[src/hw/rtl/qbt_pkg.sv]
// Shared types, widths and constants for the quadratic Bezier tessellator.
// No dependencies; used by the top level and its checker.
`timescale 1ns / 1ps
`default_nettype none

package qbt_pkg;

  // Coordinate width (signed Q3.12 at 16 bits).
  localparam int CoordBits = 16;
  // Curve parameter t in 0..65536 (t = 1.0 is 65536).
  localparam int TBits     = 17;
  // Bernstein weights u*u, 2*u*t, t*t in 0..2^32.
  localparam int WBits     = 33;
  // Segment count register width.
  localparam int NBits     = 6;
  // Second multiplier operand covers both t and a coordinate.
  localparam int MulBBits  = (CoordBits > TBits) ? CoordBits : TBits;
  // Weighted coordinate sum plus rounding constant stays below 2^AccBits.
  localparam int AccBits   = WBits + CoordBits;
  // Divider walks the dividend bits from the top.
  localparam int DivBits   = 5;

  localparam logic [TBits-1:0]   TOne        = TBits'(65536);
  localparam logic [NBits-1:0]   SegResetVal = NBits'(32);
  localparam logic [DivBits-1:0] DivTop      = DivBits'(TBits - 1);
  localparam logic [AccBits-1:0] RoundHalf   = AccBits'(64'h8000_0000);

  // Sequencer steps of the shared multiplier during one curve point.
  localparam int CalcBits = 4;
  localparam logic [CalcBits-1:0] CS_UU  = 4'd0;  // u*u
  localparam logic [CalcBits-1:0] CS_TT  = 4'd1;  // t*t, latch w0
  localparam logic [CalcBits-1:0] CS_X0  = 4'd2;  // latch w2, w1; w0*x0
  localparam logic [CalcBits-1:0] CS_X1  = 4'd3;  // w1*x1
  localparam logic [CalcBits-1:0] CS_X2  = 4'd4;  // w2*x2
  localparam logic [CalcBits-1:0] CS_Y0  = 4'd5;  // w0*y0
  localparam logic [CalcBits-1:0] CS_Y1  = 4'd6;  // w1*y1
  localparam logic [CalcBits-1:0] CS_Y2  = 4'd7;  // w2*y2
  localparam logic [CalcBits-1:0] CS_FIN = 4'd8;  // last accumulate

  typedef enum logic [1:0] {
    PH_FIRST  = 2'd0,
    PH_MIDDLE = 2'd1,
    PH_END    = 2'd2
  } phase_e;

  typedef enum logic [2:0] {
    ST_IDLE,
    ST_ERR,
    ST_START,
    ST_DIV,
    ST_STEP,
    ST_CALC,
    ST_EMIT
  } state_e;

  typedef enum logic [1:0] {
    SRC_ERR,
    SRC_START,
    SRC_CURVE
  } out_src_e;

  // Signed to offset binary and back (flip the sign bit).
  function automatic logic [CoordBits-1:0] to_biased(input logic [CoordBits-1:0] v);
    return {~v[CoordBits-1], v[CoordBits-2:0]};
  endfunction

  function automatic logic [CoordBits-1:0] from_biased(input logic [CoordBits-1:0] b);
    return {~b[CoordBits-1], b[CoordBits-2:0]};
  endfunction

endpackage

`default_nettype wire

[src/hw/rtl/quadratic_bezier_tessellator_top.sv]
// Quadratic Bezier tessellator: control point chain in, curve points out.
// Depends on qbt_pkg.
`timescale 1ns / 1ps
`default_nettype none

// Channel   Direction  Handshake               Payload
// cfg       in         cfg_we_i (no wait)      cfg_segments_per_curve_i
// in        in         in_valid_i/in_ready_o   point_x_i, point_y_i, list_end_i
// out       out        out_valid_o/out_ready_i curve_x_o, curve_y_o, curve_done_o, bad_list_o
//
// First and middle control points are only stored; a list ending on one adds an error
// result. A segment end point occupies the block through ST_START (when the start point
// goes out first), the 17-step divider for the t increment, then per curve point ST_STEP,
// ST_CALC (the one shared 33x17 multiplier, used 8 times) and ST_EMIT; output stalls hold it.
// One finished point waits in the output register while the next is computed.
// Reset is asynchronous, active low; N comes back as 32.

module quadratic_bezier_tessellator_top (
  input  wire                                   clk_i,
  input  wire                                   rst_ni,
  input  wire                                   cfg_we_i,
  input  wire        [qbt_pkg::NBits-1:0]       cfg_segments_per_curve_i,
  input  wire                                   in_valid_i,
  output logic                                  in_ready_o,
  input  wire signed [qbt_pkg::CoordBits-1:0]   point_x_i,
  input  wire signed [qbt_pkg::CoordBits-1:0]   point_y_i,
  input  wire                                   list_end_i,
  output logic                                  out_valid_o,
  input  wire                                   out_ready_i,
  output logic signed [qbt_pkg::CoordBits-1:0]  curve_x_o,
  output logic signed [qbt_pkg::CoordBits-1:0]  curve_y_o,
  output logic                                  curve_done_o,
  output logic                                  bad_list_o
);

  localparam int C = qbt_pkg::CoordBits;

  // ---------------- control state ----------------
  qbt_pkg::state_e state_q, state_d;
  qbt_pkg::phase_e phase_q, phase_d;
  logic            start_pending_q, start_pending_d;
  logic [qbt_pkg::NBits-1:0] seg_cfg_q;

  logic [qbt_pkg::NBits-1:0]    n_q;        // N latched per segment
  logic [qbt_pkg::DivBits-1:0]  div_idx_q;
  logic [qbt_pkg::NBits-1:0]    rem_q;      // 65536 mod N once divided
  logic [qbt_pkg::TBits-1:0]    quo_q;      // 65536 / N once divided
  logic [qbt_pkg::TBits-1:0]    t_q;        // round(j*65536/N)
  logic [qbt_pkg::NBits-1:0]    r_q;        // running remainder of t
  logic [qbt_pkg::NBits-1:0]    j_q;
  logic [qbt_pkg::CalcBits-1:0] calc_q;
  logic                         last_q;
  logic                         out_valid_q;

  // ---------------- payload ----------------
  logic [C-1:0] anchor_x_q, anchor_y_q, middle_x_q, middle_y_q, end_x_q, end_y_q;
  logic [qbt_pkg::AccBits-1:0] prod_q, acc_x_q, acc_y_q;
  logic [qbt_pkg::WBits-1:0]   w0_q, w1_q, w2_q;
  logic [C-1:0] out_x_q, out_y_q;
  logic         out_done_q, out_bad_q;

  // ---------------- control decode ----------------
  logic                  in_fire, out_fire, slot_free, out_load, seg_last;
  qbt_pkg::out_src_e     out_src;
  logic [qbt_pkg::NBits-1:0] n_new;

  assign in_fire   = in_valid_i && in_ready_o;
  assign out_fire  = out_valid_q && out_ready_i;
  assign slot_free = !out_valid_q || out_ready_i;
  assign seg_last  = (j_q == n_q);
  // A zero count register acts as one point per segment.
  assign n_new     = (seg_cfg_q == '0) ? qbt_pkg::NBits'(1) : seg_cfg_q;

  // Next state
  always_comb begin
    state_d = state_q;
    case (state_q)
      qbt_pkg::ST_IDLE: begin
        if (in_fire) begin
          case (phase_q)
            qbt_pkg::PH_MIDDLE: state_d = list_end_i ? qbt_pkg::ST_ERR : qbt_pkg::ST_IDLE;
            qbt_pkg::PH_END:    state_d = start_pending_q ? qbt_pkg::ST_START
                                                          : qbt_pkg::ST_DIV;
            default:            state_d = list_end_i ? qbt_pkg::ST_ERR : qbt_pkg::ST_IDLE;
          endcase
        end
      end
      qbt_pkg::ST_ERR:   if (slot_free) state_d = qbt_pkg::ST_IDLE;
      qbt_pkg::ST_START: if (slot_free) state_d = qbt_pkg::ST_DIV;
      qbt_pkg::ST_DIV:   if (div_idx_q == '0) state_d = qbt_pkg::ST_STEP;
      qbt_pkg::ST_STEP:  state_d = qbt_pkg::ST_CALC;
      qbt_pkg::ST_CALC:  if (calc_q == qbt_pkg::CS_FIN) state_d = qbt_pkg::ST_EMIT;
      qbt_pkg::ST_EMIT: begin
        if (slot_free) state_d = seg_last ? qbt_pkg::ST_IDLE : qbt_pkg::ST_STEP;
      end
      default: state_d = qbt_pkg::ST_IDLE;
    endcase
  end

  // Outputs of the sequencer
  always_comb begin
    in_ready_o = 1'b0;
    out_load   = 1'b0;
    out_src    = qbt_pkg::SRC_CURVE;
    case (state_q)
      qbt_pkg::ST_IDLE:  in_ready_o = 1'b1;
      qbt_pkg::ST_ERR: begin
        out_load = slot_free;
        out_src  = qbt_pkg::SRC_ERR;
      end
      qbt_pkg::ST_START: begin
        out_load = slot_free;
        out_src  = qbt_pkg::SRC_START;
      end
      qbt_pkg::ST_EMIT:  out_load = slot_free;
      default: ;
    endcase
  end

  // Curve phase and start-point flag
  always_comb begin
    phase_d         = phase_q;
    start_pending_d = start_pending_q;
    if (in_fire) begin
      case (phase_q)
        qbt_pkg::PH_MIDDLE: begin
          phase_d = list_end_i ? qbt_pkg::PH_FIRST : qbt_pkg::PH_END;
          if (list_end_i) start_pending_d = 1'b1;
        end
        qbt_pkg::PH_END: ;
        default: begin
          phase_d         = list_end_i ? qbt_pkg::PH_FIRST : qbt_pkg::PH_MIDDLE;
          start_pending_d = 1'b1;
        end
      endcase
    end
    if (state_q == qbt_pkg::ST_START && slot_free) start_pending_d = 1'b0;
    if (state_q == qbt_pkg::ST_EMIT && slot_free && seg_last) begin
      phase_d         = last_q ? qbt_pkg::PH_FIRST : qbt_pkg::PH_MIDDLE;
      start_pending_d = last_q;
    end
  end

  // ---------------- divider: 65536 / N, one bit a cycle ----------------
  logic [qbt_pkg::NBits:0]   div_shift;
  logic                      div_ge;
  logic [qbt_pkg::NBits-1:0] div_rem;
  assign div_shift = {rem_q, qbt_pkg::TOne[div_idx_q]};
  assign div_ge    = (div_shift >= {1'b0, n_q});
  assign div_rem   = div_ge ? qbt_pkg::NBits'(div_shift - {1'b0, n_q})
                          : div_shift[qbt_pkg::NBits-1:0];

  // t advance: t += Q, with carry from the remainder
  logic [qbt_pkg::NBits:0]   step_sum;
  logic                      step_wrap;
  logic [qbt_pkg::NBits-1:0] step_rem;
  assign step_sum  = {1'b0, r_q} + {1'b0, rem_q};
  assign step_wrap = (step_sum >= {1'b0, n_q});
  assign step_rem  = step_wrap ? qbt_pkg::NBits'(step_sum - {1'b0, n_q})
                               : step_sum[qbt_pkg::NBits-1:0];

  // ---------------- shared multiplier ----------------
  logic [qbt_pkg::TBits-1:0]             u_val;
  logic [qbt_pkg::WBits-1:0]             mul_a;
  logic [qbt_pkg::MulBBits-1:0]          mul_b;
  logic [qbt_pkg::WBits+qbt_pkg::MulBBits-1:0] mul_full;
  logic [qbt_pkg::WBits:0]               w1_full;

  assign u_val = qbt_pkg::TOne - t_q;

  always_comb begin
    mul_a = '0;
    mul_b = '0;
    case (calc_q)
      qbt_pkg::CS_UU: begin
        mul_a = qbt_pkg::WBits'(u_val);
        mul_b = qbt_pkg::MulBBits'(u_val);
      end
      qbt_pkg::CS_TT: begin
        mul_a = qbt_pkg::WBits'(t_q);
        mul_b = qbt_pkg::MulBBits'(t_q);
      end
      qbt_pkg::CS_X0: begin
        mul_a = w0_q;
        mul_b = qbt_pkg::MulBBits'(qbt_pkg::to_biased(anchor_x_q));
      end
      qbt_pkg::CS_X1: begin
        mul_a = w1_q;
        mul_b = qbt_pkg::MulBBits'(qbt_pkg::to_biased(middle_x_q));
      end
      qbt_pkg::CS_X2: begin
        mul_a = w2_q;
        mul_b = qbt_pkg::MulBBits'(qbt_pkg::to_biased(end_x_q));
      end
      qbt_pkg::CS_Y0: begin
        mul_a = w0_q;
        mul_b = qbt_pkg::MulBBits'(qbt_pkg::to_biased(anchor_y_q));
      end
      qbt_pkg::CS_Y1: begin
        mul_a = w1_q;
        mul_b = qbt_pkg::MulBBits'(qbt_pkg::to_biased(middle_y_q));
      end
      qbt_pkg::CS_Y2: begin
        mul_a = w2_q;
        mul_b = qbt_pkg::MulBBits'(qbt_pkg::to_biased(end_y_q));
      end
      default: ;
    endcase
  end

  assign mul_full = mul_a * mul_b;
  // 2ut = 2^32 - u^2 - t^2 since u + t = 2^16
  assign w1_full  = (qbt_pkg::WBits+1)'(64'h1_0000_0000) - {1'b0, w0_q}
                  - {1'b0, prod_q[qbt_pkg::WBits-1:0]};

  // ---------------- round half up and saturate ----------------
  logic [qbt_pkg::AccBits-1:0] rnd_x, rnd_y;
  logic [C:0]                  r_x, r_y;
  logic [C-1:0]                sat_x, sat_y;
  assign rnd_x = acc_x_q + qbt_pkg::RoundHalf;
  assign rnd_y = acc_y_q + qbt_pkg::RoundHalf;
  assign r_x   = rnd_x[qbt_pkg::AccBits-1:32];
  assign r_y   = rnd_y[qbt_pkg::AccBits-1:32];
  assign sat_x = r_x[C] ? '1 : r_x[C-1:0];
  assign sat_y = r_y[C] ? '1 : r_y[C-1:0];

  // ---------------- control registers ----------------
  always_ff @(posedge clk_i or negedge rst_ni) begin
    if (!rst_ni) begin
      state_q         <= qbt_pkg::ST_IDLE;
      phase_q         <= qbt_pkg::PH_FIRST;
      start_pending_q <= 1'b1;
      seg_cfg_q       <= qbt_pkg::SegResetVal;
      out_valid_q     <= 1'b0;
      n_q             <= qbt_pkg::NBits'(1);
      div_idx_q       <= '0;
      rem_q           <= '0;
      quo_q           <= '0;
      t_q             <= '0;
      r_q             <= '0;
      j_q             <= '0;
      calc_q          <= '0;
      last_q          <= 1'b0;
    end else begin
      state_q         <= state_d;
      phase_q         <= phase_d;
      start_pending_q <= start_pending_d;
      if (cfg_we_i) seg_cfg_q <= cfg_segments_per_curve_i;

      if (out_load)      out_valid_q <= 1'b1;
      else if (out_fire) out_valid_q <= 1'b0;

      if (in_fire && phase_q == qbt_pkg::PH_END) begin
        last_q    <= list_end_i;
        n_q       <= n_new;
        div_idx_q <= qbt_pkg::DivTop;
        rem_q     <= '0;
        quo_q     <= '0;
        t_q       <= '0;
        r_q       <= n_new >> 1;
        j_q       <= qbt_pkg::NBits'(1);
      end

      if (state_q == qbt_pkg::ST_DIV) begin
        rem_q     <= div_rem;
        quo_q     <= {quo_q[qbt_pkg::TBits-2:0], div_ge};
        div_idx_q <= div_idx_q - qbt_pkg::DivBits'(1);
      end

      if (state_q == qbt_pkg::ST_STEP) begin
        r_q    <= step_rem;
        t_q    <= t_q + quo_q + qbt_pkg::TBits'(step_wrap);
        calc_q <= qbt_pkg::CS_UU;
      end

      if (state_q == qbt_pkg::ST_CALC) calc_q <= calc_q + qbt_pkg::CalcBits'(1);

      if (state_q == qbt_pkg::ST_EMIT && slot_free && !seg_last)
        j_q <= j_q + qbt_pkg::NBits'(1);
    end
  end

  // ---------------- payload registers ----------------
  always_ff @(posedge clk_i) begin
    prod_q <= mul_full[qbt_pkg::AccBits-1:0];

    if (in_fire) begin
      case (phase_q)
        qbt_pkg::PH_MIDDLE: begin
          middle_x_q <= point_x_i;
          middle_y_q <= point_y_i;
        end
        qbt_pkg::PH_END: begin
          end_x_q <= point_x_i;
          end_y_q <= point_y_i;
        end
        default: begin
          anchor_x_q <= point_x_i;
          anchor_y_q <= point_y_i;
        end
      endcase
    end

    if (state_q == qbt_pkg::ST_CALC) begin
      case (calc_q)
        qbt_pkg::CS_TT: w0_q <= prod_q[qbt_pkg::WBits-1:0];
        qbt_pkg::CS_X0: begin
          w2_q <= prod_q[qbt_pkg::WBits-1:0];
          w1_q <= w1_full[qbt_pkg::WBits-1:0];
        end
        qbt_pkg::CS_X1:  acc_x_q <= prod_q;
        qbt_pkg::CS_X2:  acc_x_q <= acc_x_q + prod_q;
        qbt_pkg::CS_Y0:  acc_x_q <= acc_x_q + prod_q;
        qbt_pkg::CS_Y1:  acc_y_q <= prod_q;
        qbt_pkg::CS_Y2:  acc_y_q <= acc_y_q + prod_q;
        qbt_pkg::CS_FIN: acc_y_q <= acc_y_q + prod_q;
        default: ;
      endcase
    end

    // Segment end becomes the next segment's anchor
    if (state_q == qbt_pkg::ST_EMIT && slot_free && seg_last) begin
      anchor_x_q <= end_x_q;
      anchor_y_q <= end_y_q;
    end

    if (out_load) begin
      case (out_src)
        qbt_pkg::SRC_ERR: begin
          out_x_q    <= '0;
          out_y_q    <= '0;
          out_done_q <= 1'b1;
          out_bad_q  <= 1'b1;
        end
        qbt_pkg::SRC_START: begin
          out_x_q    <= anchor_x_q;
          out_y_q    <= anchor_y_q;
          out_done_q <= 1'b0;
          out_bad_q  <= 1'b0;
        end
        default: begin
          out_x_q    <= qbt_pkg::from_biased(sat_x);
          out_y_q    <= qbt_pkg::from_biased(sat_y);
          out_done_q <= last_q && seg_last;
          out_bad_q  <= 1'b0;
        end
      endcase
    end
  end

  assign out_valid_o  = out_valid_q;
  assign curve_x_o    = out_x_q;
  assign curve_y_o    = out_y_q;
  assign curve_done_o = out_done_q;
  assign bad_list_o   = out_bad_q;

endmodule

`default_nettype wire

[config.mk]
export PLATFORM = sky130hd
export DESIGN_NAME = quadratic_bezier_tessellator_top
export DESIGN_NICKNAME = d
export VERILOG_FILES = /design/src/hw/rtl/qbt_pkg.sv /design/src/hw/rtl/quadratic_bezier_tessellator_top.sv
export SDC_FILE = /design/constraint.sdc
export NUM_CORES = 2
export LEC_CHECK = 0
export ABC_AREA = 1
export BUFFER_PORTS_ARGS = -buffer_cell sky130_fd_sc_hd__buf_2
export CAP_MARGIN = 0
export CORE_ASPECT_RATIO = 1.75
export CORE_UTILIZATION = 50
export DETAILED_ROUTE_END_ITERATION = 10
export MAX_ROUTING_LAYER = met4
export PLACE_DENSITY = 0.7
export SYNTH_ARGS = -nofsm -noshare
export SYNTH_HDL_FRONTEND = slang
export SYNTH_SLANG_ARGS = --single-unit
[constraint.sdc]
create_clock -name clk_i -period 13.8 [get_ports clk_i]
set_input_delay 1.38 -clock clk_i [delete_from_list [all_inputs] [get_ports clk_i]]
set_output_delay 1.38 -clock clk_i [all_outputs]
set_load 0.05 [all_outputs]
After elaboration in Yosys (flattened, before gate mapping)
Memory sizes are Yosys's and may differ from the RTL's.
Index checks and enable logic that the tools add are counted.
- register bits: 457
- ROM bits: 32
- input bits: 44
- output and inout bits: 36
- logic and storage cells: 188
- memories: 1
- add/sub/neg operators: 15
- $mul: 1
- magnitude comparators: 3
- eq/ne operators: 28
- muxes and demuxes: 60
- bitwise gates (word level): 8
- reduce and logical (&&, ||, !) cells: 42
- memories (name ; words ; bits a word ; read ports ; clocked after Yosys merged registers in ; write ports ; RTL line ; source):
    (no name shown) ; 32 ; 1 ; 1 ; 0 ; 0 ; quadratic_bezier_tessellator_top.sv:148 ; assign div_shift = {rem_q, qbt_pkg::TOne[div_idx_q]};
- operator list (kind ; count):
    49-bit one-hot mux with 2 select lines ; 2
    33-bit one-hot mux with 5 select lines ; 1
    17-bit one-hot mux with 8 select lines ; 1
    16-bit 2-to-1 mux ; 8
    49-bit by 32-bit adder with 49-bit output, second input constant ; 2
    49-bit adder ; 2
    16-bit one-hot mux with 2 select lines ; 2
    6-bit 2-to-1 mux ; 9
    17-bit 2-to-1 mux ; 3
    33-bit by 17-bit multiplier with 49-bit output ; 1
    33-bit subtractor ; 1
    33-bit subtractor, first input constant ; 1
    3-bit 2-to-1 mux ; 7
    3-bit one-hot mux with 7 select lines ; 1
    17-bit by 1-bit adder with 17-bit output ; 1
    17-bit adder ; 1
    17-bit subtractor, first input constant ; 1
    4-bit by 3-bit == test with 1-bit output, second input constant ; 4
    2-bit AND reduction ; 8
    2-bit nonzero test ; 8
    7-bit by 6-bit greater-or-equal comparator with 1-bit output ; 2
    1-bit 2-to-1 mux ; 14
    2-bit inequality test, second input constant ; 6
    2-bit OR reduction ; 6
    other kinds (36) ; 65

Logic depth before layout (Yosys ltp)
- depth after elaboration: 6
- gate-level depth with buffers: 39
- mapped depth without buffers: 38

Worst setup path after synthesis
No wires, ideal clock.
- path type: reg2reg
- start point: register calc_q[0] in the netlist's numbering
- end point: register prod_q[34] in the netlist's numbering
- library setup time: 0.112 ns
- arrival: 6.203 ns
- required time: 13.688 ns
- setup slack: 7.484 ns
- cell stages (with the launch flop): 30
- path buffers: 2
- period minus slack after synthesis: 6.316 ns
- cell sequence: dfrtp_1 > ha_1 > nand2_1 > nor2_2 > inv_2 > buf_2 > o21ai_0 > nor4_4 > inv_2 > buf_6 > nand2_1 > fa_1 > inv_1 > fa_1 > inv_1 > fa_1 > inv_1 > fa_1 > fa_1 > inv_1 > fa_1 > inv_1 > ha_1 > nand2_1 > nor2_1 > nand2_1 > o21ai_0 > nand4_1 > nand3_1 > nand2_1
- cells in the longest elaborated chain, start to end: 4
- elaborated cells between the ends (all ways): 14
- those cells by class: mul: 1; eq/ne: 7; mux: 2; reduce/logical: 4
- ends and longest elaborated chain (element ; RTL line ; source):
    start, declared ; quadratic_bezier_tessellator_top.sv:51 ; logic [qbt_pkg::CalcBits-1:0] calc_q;
    start signal, assigned ; quadratic_bezier_tessellator_top.sv:273 ; calc_q <= qbt_pkg::CS_UU;
    start signal, assigned ; quadratic_bezier_tessellator_top.sv:276 ; if (state_q == qbt_pkg::ST_CALC) calc_q <= calc_q + qbt_pkg::CalcBits'(1);
    4-bit by 3-bit == test with 1-bit output / 4-bit by 2-bit == test with 1-bit output (equally long branches) ; quadratic_bezier_tessellator_top.sv:174 ; case (calc_q)
    2-bit OR reduction (no line) ; n/a ;
    33-bit one-hot mux with 5 select lines ; quadratic_bezier_tessellator_top.sv:174 ;
    33-bit by 17-bit multiplier with 49-bit output * ; quadratic_bezier_tessellator_top.sv:211 ; assign mul_full = mul_a * mul_b;
    named net mul_full (one bit) ; quadratic_bezier_tessellator_top.sv:166 ; logic [qbt_pkg::WBits+qbt_pkg::MulBBits-1:0] mul_full;
    end signal, assigned ; quadratic_bezier_tessellator_top.sv:285 ; prod_q <= mul_full[qbt_pkg::AccBits-1:0];
    end, declared ; quadratic_bezier_tessellator_top.sv:57 ; logic [qbt_pkg::AccBits-1:0] prod_q, acc_x_q, acc_y_q;
The timed path passes the listed nets; every way through them passes the cells marked *.
A chain may end at the register's enable or synchronous reset.

Worst setup path after layout
- start point: register calc_q[0] in the netlist's numbering
- end point: register prod_q[26] in the netlist's numbering
The elaborated chain is that of the path after synthesis.

==> load_flow_metrics.sql <==
INSERT INTO impl_metrics (metric_group, metric, value, unit) VALUES
('routing', 'firstDrtPassIters', '6', ''),
('global_route', 'grt-ovfl-total', '0', ''),
('final_layout', 'layout.area.seq', '12830', 'sq um'),
('timing', 'final_min_period_over_clock_period', '64.86', '%'),
('die', 'core_region_area', '101000', 'sq um'),
('setup_path', 'setup.worst_path.start_class', 'flop', ''),
('routing', 'viasPerCell', '5.432', ''),
('timing', 'max_freq', '111.7', 'MHz'),
('die', 'std_cell_rows', '154', ''),
('run', 'cap_viol_max_count', '0', ''),
('timing', 'grt_setup_unrepaired', 'no', ''),
('final_layout', 'area_of_the_multi_input_gates', '31500', 'sq um'),
('die', 'dieArea', '103500', 'sq um'),
('global_route', 'global_route.usage.total', '39.71', '%'),
('clock_network', 'cts.sinks', '457', ''),
('timing', 'tns', '0', 'ns'),
('clock_network', 'cts.path.max_buffers', '3', ''),
('timing', 'maxSlewViolCount', '0', ''),
('die', 'initial_core_util', '50.58', '%'),
('clock_network', 'tritoncts_clock_tree', 'yes', ''),
('global_route', 'grt_max_degree', '82', ''),
('status', 'outcome', 'finished clean', ''),
('synth', 'count_of_flip_flops_with_a_built_in_enable_after_synthesis', '327', ''),
('synth', 'gate_count_after_technology_mapping', '6955', ''),
('final_layout', 'fill_cell_instance_count_of_the_final_layout', '10113', ''),
('synth', 'asyncSetResetFlopFracSynth', '17.72', '%'),
('synth', 'synthesis.nets', '7794', ''),
('final_layout', 'highest_count_cells_in_the_layout_ignoring_fill_and_taps', 'sky130_fd_sc_hd__nand2_1 (2318), sky130_fd_sc_hd__inv_1 (1565), sky130_fd_sc_hd__fa_1 (471), sky130_fd_sc_hd__nor2_1 (404), sky130_fd_sc_hd__edfxtp_1 (327)', ''),
('clock_network', 'ctsHtreeMaxLevel', '2', ''),
('global_route', 'antenna_violations_before_repair', '6', ''),
('global_route', 'grt_first_pass_wirelength', '290800', 'um'),
('clock_network', 'post_cts_hold_buffer_count', '0', ''),
('clock_network', 'count_of_buffers_added_by_post_cts_timing_repair_for_setup', '0', ''),
('setup_path', 'timing.critical_path.from', 'calc_q[0]$_DFFE_PN0P_', ''),
('final_layout', 'nets', '7822', ''),
('synth', 'synth_area', '51070', 'sq um'),
('synth', 'synth.distinct_cells', '64', ''),
('routing', 'postRouteAntennaNets', '0', ''),
('synth', 'synth.yosys.warnings', '0', ''),
('min_path', 'hold_path_startpoint', 'r_q[5]$_DFFE_PN0P_', ''),
('timing', 'layout_min_cycle_time', '8.951', 'ns'),
('synth', 'yosys.area.top_type', 'sky130_fd_sc_hd__edfxtp_1', ''),
('setup_path', 'timing.critical_path.required', '14.29', 'ns'),
('clock_network', 'root_buffer', 'sky130_fd_sc_hd__clkbuf_16', ''),
('timing', 'setup_viol', '0', ''),
('placement', 'finalWeightedCongestion', '1.139', ''),
('synth', 'post_synth_main_area_contributors', 'sky130_fd_sc_hd__edfxtp_1 (19%), sky130_fd_sc_hd__fa_1 (18%), sky130_fd_sc_hd__nand2_1 (17%), sky130_fd_sc_hd__inv_1 (12%), sky130_fd_sc_hd__ha_1 (7.9%)', ''),
('placement', 'io_buffers', '79', ''),
('final_layout', 'layout_commonest_cell', 'sky130_fd_sc_hd__nand2_1', ''),
('timing', 'worst_slew_margin_rel', '5.366', '%'),
('synth', 'share_of_the_synthesized_area_in_the_top_cell_type', '19.23', '%'),
('setup_path', 'critPathArrivalTime', '9.44', 'ns'),
('routing', 'drc', '0', ''),
('final_layout', 'layout-area-overhead-vs-synth', '6.461', '%'),
('synth', 'synth.ff_latch_count', '457', ''),
('global_route', 'vias_in_the_first_global_route', '47198', ''),
('routing', 'dr_total_vias', '45379', ''),
('synth', 'synth_flop_cell', 'sky130_fd_sc_hd__edfxtp_1', ''),
('clock_network', 'insertion_delay', '0.67', 'ns'),
('routing', 'totalWireLength', '197900', 'um'),
('clock_network', 'post_cts.resized_instances', '0', ''),
('timing', 'report.final.hold_viol_count', '0', ''),
('placement', 'place.detailed.hpwl', '163000', 'um'),
('die', 'die_width', '243.6', 'um'),
('clock_network', 'cts_inserted_buffers', '49', ''),
('synth', 'post_synth.cell_area_avg', '7.342', 'sq um'),
('setup_path', 'timing.critical_path.to_type', 'flop', ''),
('routing', 'detail_route.iter0.violations', '2980', ''),
('synth', 'yosysSeqAreaShare', '25.13', '%'),
('final_layout', 'post_route_cells_drive_above_1_share', '4.599', '%'),
('timing', 'timing_worst_slew_pin_value', '1.415', 'ns'),
('setup_path', 'worst-path-max-fanout', '33', ''),
('clock_network', 'cts.clk_slew.worst_paths', '0.07', 'ns'),
('die', 'die_h', '424.8', 'um'),
('setup_path', 'worstReg2RegStart', 'calc_q[0]$_DFFE_PN0P_', ''),
('routing', 'wl_per_cell', '23.69', 'um'),
('min_path', 'min-delay-path-class', 'reg -> reg', ''),
('setup_path', 'path_class', 'reg -> reg', ''),
('die', 'io_pins', '80', ''),
('timing', 'fin_skew', '0.06200', 'ns');
[flip-flops by register name (all words and copies together), names as in the netlist, 16 cells and up]
register    cells
curve_x_o      16
anchor_x_q     16
anchor_y_q     16
end_y_q        16
w2_q           33
w0_q           33
curve_y_o      16
quo_q          17
t_q            17
end_x_q        16
middle_y_q     16
middle_x_q     16
prod_q         49
acc_x_q        49
w1_q           33
acc_y_q        49
[cells in the mapped netlist, types with 6 or more instances]
cell type	count
sky130_fd_sc_hd__xor2_1	83
sky130_fd_sc_hd__a22o_1	10
sky130_fd_sc_hd__o21ai_1	7
sky130_fd_sc_hd__and2_1	7
sky130_fd_sc_hd__inv_2	23
sky130_fd_sc_hd__nand4_1	70
sky130_fd_sc_hd__fa_1	471
sky130_fd_sc_hd__nand3b_1	21
sky130_fd_sc_hd__a221oi_2	8
sky130_fd_sc_hd__edfxtp_1	327
sky130_fd_sc_hd__o211ai_4	8
sky130_fd_sc_hd__xnor2_1	61
sky130_fd_sc_hd__o211ai_1	12
sky130_fd_sc_hd__a31oi_1	10
sky130_fd_sc_hd__dfrtp_1	78
sky130_fd_sc_hd__a21boi_0	9
sky130_fd_sc_hd__nor2_1	409
sky130_fd_sc_hd__or2_2	22
sky130_fd_sc_hd__ha_1	324
sky130_fd_sc_hd__nand3_1	278
sky130_fd_sc_hd__nor3_1	71
sky130_fd_sc_hd__clkbuf_1	27
sky130_fd_sc_hd__a21oi_1	210
sky130_fd_sc_hd__o21bai_1	25
sky130_fd_sc_hd__dfxtp_1	49
sky130_fd_sc_hd__a21o_1	13
sky130_fd_sc_hd__buf_4	20
sky130_fd_sc_hd__inv_1	1567
sky130_fd_sc_hd__o22ai_1	31
sky130_fd_sc_hd__buf_6	14
sky130_fd_sc_hd__nand2_4	7
sky130_fd_sc_hd__o211ai_2	6
sky130_fd_sc_hd__nand2_1	2319
sky130_fd_sc_hd__buf_2	76
sky130_fd_sc_hd__o21ai_0	209
sky130_fd_sc_hd__nand2_2	6
[per-stage QoR]
stage	utilization (%)	hold WS, ns	std cells	worst slack (ns)	instance area (sq um)
3_5_place_dp	52.16	0.4806	8258	5.113	52670
5_1_grt	53.85	0.5183	8354	4.620	54370
4_1_cts	53.83	0.4965	8349	4.998	54350
3_3_place_gp	52.16	0.4728	8258	4.991	52670
6_report	53.85	0.4962	8354	4.849	54370
2_1_floorplan	-	0.4553	6955	7.484	51070
[critical path, cell delays in order (launching register included)]
cell,delay [ns]
sky130_fd_sc_hd__dfrtp_1,0.43
sky130_fd_sc_hd__ha_1,0.28
sky130_fd_sc_hd__nand2_1,0.12
sky130_fd_sc_hd__nor2_2,0.08
sky130_fd_sc_hd__inv_2,0.28
sky130_fd_sc_hd__nand2_4,0.34
sky130_fd_sc_hd__nand2_1,0.16
sky130_fd_sc_hd__o21ai_1,0.07
sky130_fd_sc_hd__a21oi_1,0.74
sky130_fd_sc_hd__nand3_2,0.66
sky130_fd_sc_hd__nand2_1,0.30
sky130_fd_sc_hd__fa_1,0.45
sky130_fd_sc_hd__inv_1,0.09
sky130_fd_sc_hd__fa_1,0.45
sky130_fd_sc_hd__fa_1,0.59
sky130_fd_sc_hd__fa_1,0.46
sky130_fd_sc_hd__fa_1,0.51
sky130_fd_sc_hd__inv_1,0.05
sky130_fd_sc_hd__fa_1,0.48
sky130_fd_sc_hd__inv_1,0.04
sky130_fd_sc_hd__ha_1,0.37
sky130_fd_sc_hd__a21oi_1,0.23
sky130_fd_sc_hd__o21ai_0,0.21
sky130_fd_sc_hd__a21boi_0,0.46
sky130_fd_sc_hd__nand2_1,0.18
sky130_fd_sc_hd__a21oi_1,0.39
sky130_fd_sc_hd__xnor2_1,0.26
[final cells by class]
| class | count | share of cell area [%] |
|---|---|---|
| timing repair buffer | 119 | 1.284 |
| antenna | 5 | 0.02301 |
| multi-input combinational | 4764 | 57.94 |
| inverter | 1592 | 11.00 |
| clock inverter | 31 | 0.7157 |
| tap | 1326 | 3.052 |
| sequential | 457 | 23.60 |
| clock buffer | 60 | 2.387 |
[cell families (layout without fill, tap and decap cells)]
group | count (synthesis) | in the layout | share of synthesized area (%)
buffers and inverters | 1734 | 1802 | 13.29
adder cells (fa/ha/maj) | 795 | 795 | 26.40
AND/OR/NAND/NOR | 3244 | 3244 | 25.88
multiplexers | 1 | 1 | 0.02205
other | 0 | 5 | 0
flip-flops | 457 | 457 | 25.13
AO/OA/AOI/OAI | 580 | 580 | 6.806
XOR/XNOR | 144 | 144 | 2.470
[path summary, 6_finish.rpt]
| path | end | slack, ns | cells after the start |
|---|---|---|---|
| setup / recovery | prod_q[26]$_DFF_P_ | 4.85 | 26 |
| max in group asynchronous | j_q[3]$_DFFE_PN0P_ | 12.19 | 1 |
| hold / removal | r_q[5]$_DFFE_PN0P_ | 0.50 | 2 |
| setup reg to reg | prod_q[26]$_DFF_P_ | 4.85 | 26 |
| hold reg to reg | r_q[5]$_DFFE_PN0P_ | 0.50 | 2 |
| min in group asynchronous | quo_q[8]$_DFFE_PN0P_ | 0.88 | 1 |
[per-layer routing]
| metal | wire length [um] | global-route usage, % | part of all wire [%] |
|---|---|---|---|
| met1 | 63250 | 36.35 | 32 |
| met2 | 104600 | 72.33 | 53 |
| met3 | 8895 | 4.772 | 4.5 |
| met4 | 21160 | 34.38 | 11 |
| met5 | 0 | - | 0 |
Power is left out: the tool's default activity adds up to more than one toggle a clock period on the data nets, which glitch-free logic cannot reach.
